File: config.mk
export PLATFORM = sky130hd
export DESIGN_NAME = mie_regfile
export DESIGN_NICKNAME = d
export VERILOG_FILES = /design/src/rtl/mie_pkg.sv /design/src/rtl/mie_regfile.sv
export SDC_FILE = /design/constraint.sdc
export NUM_CORES = 1
export LEC_CHECK = 0
export BUFFER_PORTS_ARGS = -buffer_cell sky130_fd_sc_hd__clkbuf_2
export CAP_MARGIN = 20
export CORE_UTILIZATION = 38
export DETAILED_ROUTE_END_ITERATION = 10
export HOLD_SLACK_MARGIN = 0.15
export PLACE_DENSITY = 0.56
export SYNTH_ARGS = -nofsm -noshare
export SYNTH_HDL_FRONTEND = slang
export SYNTH_SLANG_ARGS = --single-unit
File: constraint.sdc
create_clock -name clock -period 3.58 [get_ports clock]
set_input_delay 0.358 -clock clock [delete_from_list [all_inputs] [get_ports clock]]
set_output_delay 0.358 -clock clock [all_outputs]
set_load 0.01 [all_outputs]
File: src/rtl/mie_pkg.sv
package mie_pkg;

   localparam int unsigned DATA_BYTES_DEF = 16384;
   localparam int unsigned XLEN           = 32;
   localparam int unsigned REG_COUNT      = 32;
   localparam int unsigned REG_IDX_W      = 5;
   localparam int unsigned BANKS          = 4;
   localparam int unsigned CSR_IDX_W      = 1;

   localparam logic [XLEN-1:0] DATA_BASE_RST = 32'h2000_0000;
   localparam logic [XLEN-1:0] START_PC_RST  = 32'h1000_0000;

   localparam logic [CSR_IDX_W-1:0] CSR_DATA_BASE = 1'b0;
   localparam logic [CSR_IDX_W-1:0] CSR_START_PC  = 1'b1;

   localparam logic [5:0] OP_REGIMM = 6'h01;
   localparam logic [5:0] OP_BEQ    = 6'h04;
   localparam logic [5:0] OP_BNE    = 6'h05;
   localparam logic [5:0] OP_BLEZ   = 6'h06;
   localparam logic [5:0] OP_BGTZ   = 6'h07;
   localparam logic [5:0] OP_ADDI   = 6'h08;
   localparam logic [5:0] OP_ADDIU  = 6'h09;
   localparam logic [5:0] OP_SLTI   = 6'h0A;
   localparam logic [5:0] OP_SLTIU  = 6'h0B;
   localparam logic [5:0] OP_ANDI   = 6'h0C;
   localparam logic [5:0] OP_ORI    = 6'h0D;
   localparam logic [5:0] OP_XORI   = 6'h0E;
   localparam logic [5:0] OP_LUI    = 6'h0F;
   localparam logic [5:0] OP_LB     = 6'h20;
   localparam logic [5:0] OP_LH     = 6'h21;
   localparam logic [5:0] OP_LWL    = 6'h22;
   localparam logic [5:0] OP_LW     = 6'h23;
   localparam logic [5:0] OP_LBU    = 6'h24;
   localparam logic [5:0] OP_LHU    = 6'h25;
   localparam logic [5:0] OP_LWR    = 6'h26;
   localparam logic [5:0] OP_SB     = 6'h28;
   localparam logic [5:0] OP_SH     = 6'h29;
   localparam logic [5:0] OP_SW     = 6'h2B;

   localparam logic [4:0] RI_BLTZ   = 5'h00;
   localparam logic [4:0] RI_BGEZ   = 5'h01;
   localparam logic [4:0] RI_BLTZAL = 5'h10;
   localparam logic [4:0] RI_BGEZAL = 5'h11;

   localparam logic [REG_IDX_W-1:0] LINK_REG = 5'd31;

   localparam logic [1:0] ST_OK   = 2'd0;
   localparam logic [1:0] ST_OVF  = 2'd1;
   localparam logic [1:0] ST_ADDR = 2'd2;
   localparam logic [1:0] ST_UNK  = 2'd3;

   typedef struct packed {
      logic                 en;
      logic [REG_IDX_W-1:0] idx;
      logic [XLEN-1:0]      data;
   } mie_rf_wr_type;

   function automatic logic [XLEN-1:0] sext16(input logic [15:0] v);
      return {{16{v[15]}}, v};
   endfunction

endpackage

File: src/rtl/mie_regfile.sv
module mie_regfile
   import mie_pkg::*;
(
   input  logic                 clock,
   input  logic                 reset,
   input  logic [REG_IDX_W-1:0] rd_idx_a,
   input  logic [REG_IDX_W-1:0] rd_idx_b,
   output logic [XLEN-1:0]      rd_data_a,
   output logic [XLEN-1:0]      rd_data_b,
   input  mie_rf_wr_type        wr
);

   logic [XLEN-1:0]      regs_ff [REG_COUNT];
   logic [REG_COUNT-1:0] vld_ff;
   logic [XLEN-1:0]      q_a_ff;
   logic [XLEN-1:0]      q_b_ff;
   logic [XLEN-1:0]      wdata_ff;
   logic                 vld_a_ff;
   logic                 vld_b_ff;
   logic                 hit_a_ff;
   logic                 hit_b_ff;

   always_ff @(posedge clock) begin
      if (wr.en) begin
         regs_ff[wr.idx] <= wr.data;
      end
      q_a_ff   <= regs_ff[rd_idx_a];
      q_b_ff   <= regs_ff[rd_idx_b];
      wdata_ff <= wr.data;
   end

   // Entries never written since reset read as zero; a write at the read edge wins.
   always_ff @(posedge clock) begin
      if (reset) begin
         vld_ff   <= '0;
         vld_a_ff <= 1'b0;
         vld_b_ff <= 1'b0;
         hit_a_ff <= 1'b0;
         hit_b_ff <= 1'b0;
      end else begin
         if (wr.en) begin
            vld_ff[wr.idx] <= 1'b1;
         end
         vld_a_ff <= vld_ff[rd_idx_a];
         vld_b_ff <= vld_ff[rd_idx_b];
         hit_a_ff <= wr.en && (wr.idx == rd_idx_a);
         hit_b_ff <= wr.en && (wr.idx == rd_idx_b);
      end
   end

   assign rd_data_a = hit_a_ff ? wdata_ff : (vld_a_ff ? q_a_ff : '0);
   assign rd_data_b = hit_b_ff ? wdata_ff : (vld_b_ff ? q_b_ff : '0);

endmodule

# After elaboration in Yosys (flattened, before gate mapping)
# Memories as Yosys holds them, arrays and structs flattened. A register that Yosys moved wholly into a read port is not among the register bits.
# Index checks and enable logic that the tools add are counted.
[totals] memories=1 word_cells=29 reg_bits=68 mem_bits_rw=1024 out_inout_bits=64 inputBits=50
[memory_table] name="regs_ff" words=32 word_bits=32 rd=2 rd_clocked_by_memory_dff=2 write_ports=1 line="mie_regfile.sv:13" rtl="logic [XLEN-1:0] regs_ff [REG_COUNT];"
[classes] reduce_logical=3 n_eq_ne=2 bitwise_logic=1 order_cmp=4 muxes=12
[ops] operator="$mux W32" count=4
[ops] operator="$or A32 B32 Y32" count=1
[ops] operator="$lt A5 B6 Y1 const B" count=3
[ops] operator="$bmux W1 S5" count=2
[ops] operator="$eq A5 B5 Y1" count=2
[ops] operator="$demux W1 S5" count=1
[ops] operator="$ge A5 B1 Y1 const B" count=1
[ops] operator="$mux W1" count=5
[ops] operator="$logic_and A1 B1 Y1" count=3

# Logic depth before layout (Yosys ltp)
[depth] ltp_word=5 mapped_depth=7

# Least setup slack after synthesis
# Ideal clock, no wire load.
[synth_timing] path_kind="input to register" from="input wr[32] (netlist bit)" to="memory regs_ff[28][0] (enable)" setup_slack_ps=597 arrival_time_ps=2560 required_time_ps=3157 stages=4 setup_ps=423 path_cell_list="clkbuf_1 -> or3b_2 -> clkbuf_1 -> nor2_1"
[synth_lines] element="start, declared" line="mie_regfile.sv:10" rtl="input mie_rf_wr_type wr"
[synth_lines] element="end, declared" line="mie_regfile.sv:13"
# No word-level cell before the write port.

# Final worst setup path
[layout_timing] from="register vld_a_ff" to="output rd_data_a[12]"
[layout_via] elab_chain_len=2
[layout_rtl] element="start, declared" line="mie_regfile.sv:18" rtl="logic vld_a_ff;"
[layout_rtl] element="start signal, assigned" line="mie_regfile.sv:44" rtl="vld_a_ff <= vld_ff[rd_idx_a];"
[layout_rtl] element="$mux W32 (2 in a row)" line="mie_regfile.sv:51" rtl="assign rd_data_a = hit_a_ff ? wdata_ff : (vld_a_ff ? q_a_ff : '0);"
[layout_rtl] element="end, declared" line="mie_regfile.sv:8" rtl="output logic [XLEN-1:0] rd_data_a,"
# No other way between the ends.

==> summary.txt <==
Synthesis
  – Synth area leaders: edfxtp_1 60%, mux4_2 29%, dfxtp_1 5.2%
  – Synthesized area per cell: 22.35 um2
  – Async set-reset flop share out of synthesis: 0
  – Synthesized cell area: 51080 um2
  – Ys Warns: 0
  – Syn Nets: 2335
  – Most instantiated cells after synthesis: 1024 x edfxtp_1, 652 x mux4_2, 132 x dfxtp_1
  – Post-synth top area share: 0.6020
  – Most common cell in the netlist: edfxtp_1
  – Yosys reg bits: 1156
  – Yosys cell types: 31
  – Seq/Total Area, Yosys: 0.6538
  – Syn Inst Count: 2285
  – Cell accounting for the most synthesized area: edfxtp_1
  – Top FF cell, synth: edfxtp_1
  – Number of synthesized flops with an enable pin: 1024

GRT
  – Grt total ovfl: 0
  – First-pass GRT wire length: 214.7 mm
  – GRT met2 Usage: 0.3625
  – Global Route met3 Usage: 0.05329
  – Gr usage total: 0.2265
  – Pin count of the biggest net entering global routing: 67
  – Met1 Use GR: 0.3100
  – Initial antenna violation count: 11
  – Vias in the first global route: 28.29k
  – Layer with the highest usage: met2

Placed design
  – Final weighted congestion in routability-driven placement: 0.7941
  – Area after DPL: 54990 um2
  – Placed cell count: 4114
  – Pre-CTS setup slack: 0.6137 ns
  – I/O Buffers: 113
  – Detail Placement HPWL: 88.11 mm

Timing
  – Fmax achieved: 336.3 MHz
  – Rel. slew slack: 0.3050
  – Clk_skew: 0.02603 ns
  – Final Cycle Share: 0.8305
  – Slew Limit Fails: 0
  – Setup TNS: 0 ns
  – RSZ-0062 raised after global routing: false
  – Slack of the critical path: 0.6067 ns
  – Final Hold Fails: 0
  – Final setup fails: 0
  – Final min period: 2.973 ns
  – Worst slew pin tran: 1.043 ns

Clock network
  – Total clock buffers created by CTS: 118
  – Num Clock Sinks: 1156
  – Post-cts sizing count: 0
  – CTS clk-pin slew, worst paths: 0.06 ns
  – H-tree depth: 3
  – Skew-Pair Late Insertion Delay: 0.73 ns
  – CTS max path bufs: 3
  – CTS tree: built
  – Setup bufs post-CTS: 0
  – CTS root buf: clkbuf_16
  – Cts hold-fix bufs: 25

Critical path
  – Slowest cell on crit path: nor2b_4
  – Worst EP arrival: 2.62 ns
  – Worst-path cell chain: nor2b_4, buf_4, a22o_1, clkbuf_2
  – Critical path required time: 3.22 ns
  – Max stage delay on crit path: 0.69 ns
  – Critical path class: register to output port
  – Setup crit end kind: output port
  – Maximum fanout along the worst path: 14
  – CP startpoint kind: register

Power
  – Leak: 0.01873 uW
  – VDD IR-drop max: 0.4654 mV
  – Pwr dens: 510.5 nW/um2

Layout
  – Nets: 2541
  – Fin cells: 4366
  – Synth-to-Final Area Change: 16.07%
  – Final Cell Area: 59280 um2
  – Share of cells above drive strength 1: 0.4567

Floorplanning
  – Die H: 368.6 um
  – Rows: 134
  – Core Box Area: 133500 um2
  – I/O pin count: 114
  – Die ar.: 135900 um2
  – Initial Utilization: 0.3827
  – DIE WIDTH: 368.6 um

Routing
  – WL/cell: 34.98 um
  – Vias per cell: 6.176
  – Initial drt markers: 2791
  – Via count: 26.97k
  – Drt total wl: 152.7 mm
  – Remaining DRCs: 0
  – First-pass detailed-route iteration total: 5
  – Post-route ant nets: 0

Status
  – Outcome: completed

Flow run
  – Maxcap violations: 0

Min path
  – Worst hold path class: input pin to register
==> metrics by stage <==
step	total power, uW	utilization	hold slack [ns]
6_report	30270	0.4442	0.1761
5_1_grt	31130	0.4442	0.1980
4_1_cts	30500	0.4442	0.1510
3_5_place_dp	17700	0.4120	0.4837
3_3_place_gp	17670	0.4120	0.4627
2_1_floorplan	16780	-	0.3857
==> routing by layer <==
layer	routed length, um	vias to the layer above	share of wire
met4	4297	10	0.028
met2	73710	1283	0.48
met3	11980	249	0.078
met5	57	-	0.00037
met1	62680	14920	0.41
li1	-	10500	-
==> layout by cell type (no fill, tap or decap), drive strengths merged, types with 8 or more instances in the layout <==
cell type	netlist	routed
a22o	62	62
buf	76	142
bufinv	0	14
clkbuf	108	275
clkinv	0	34
dfxtp	132	132
dlygate4sd3	0	25
edfxtp	1024	1024
mux2	68	68
mux4	652	652
nor2	97	97
xnor2	8	8
==> cells by family after synthesis <==
| group | synth area share |
|---|---|
| AOI/OAI and AO/OA | 0.01237 |
| xor gates and xnor gates | 0.001715 |
| buffers and inverters | 0.01666 |
| DFF | 0.6538 |
| and+or+nand+nor | 0.01161 |
| muxes | 0.3039 |
==> report_power, final <==
part / total, uW / switching, uW / internal (uW) / leakage (uW)
sequential: 15100 / 142 / 14900 / 0.0103
clock: 12800 / 5260 / 7580 / 0.00198
combinational: 2340 / 1200 / 1130 / 0.00642
==> area by class of cell <==
type	instances	area (um2)
Antenna cell	1	2.502
Tap cell	1768	2212
Timing Repair Buffer	270	2540
Multi-Input combinational cell	944	17090
Sequential cell	1156	33390
Fill cell	11230	74170
Inverter	1	3.754
Clock inverter	54	641.9
Clock buffer	172	3402
==> worst max-delay path, delay by kind of cell (launching register included) <==
family,cells,cell delay (ns)
AOI/OAI and AO/OA,1,0.29
buffers and inverters,2,0.54
DFF,1,0.37
and+or+nand+nor,1,0.69
==> worst paths after layout <==
path / startpoint / endpoint / slack (ns) / depth (start not counted)
min reg2reg: vld_ff[20] / vld_ff[20] / 0.50 / 2
max reg2reg: regs_ff[15][0] / q_b_ff[0] / 1.73 / 3
max: vld_a_ff / rd_data_a[12] / 0.61 / 4
min: wr[10] / wdata_ff[10] / 0.18 / 1
==> sequential cells by signal (all words and copies together) (netlist names) <==
| name | count |
|---|---|
| q_b_ff | 32 |
| vld_a_ff | 1 |
| regs_ff | 1024 |
| q_a_ff | 32 |
| hit_a_ff | 1 |
| hit_b_ff | 1 |
| vld_ff | 32 |
| vld_b_ff | 1 |
| wdata_ff | 32 |
Power figures use the tool's default switching activity.
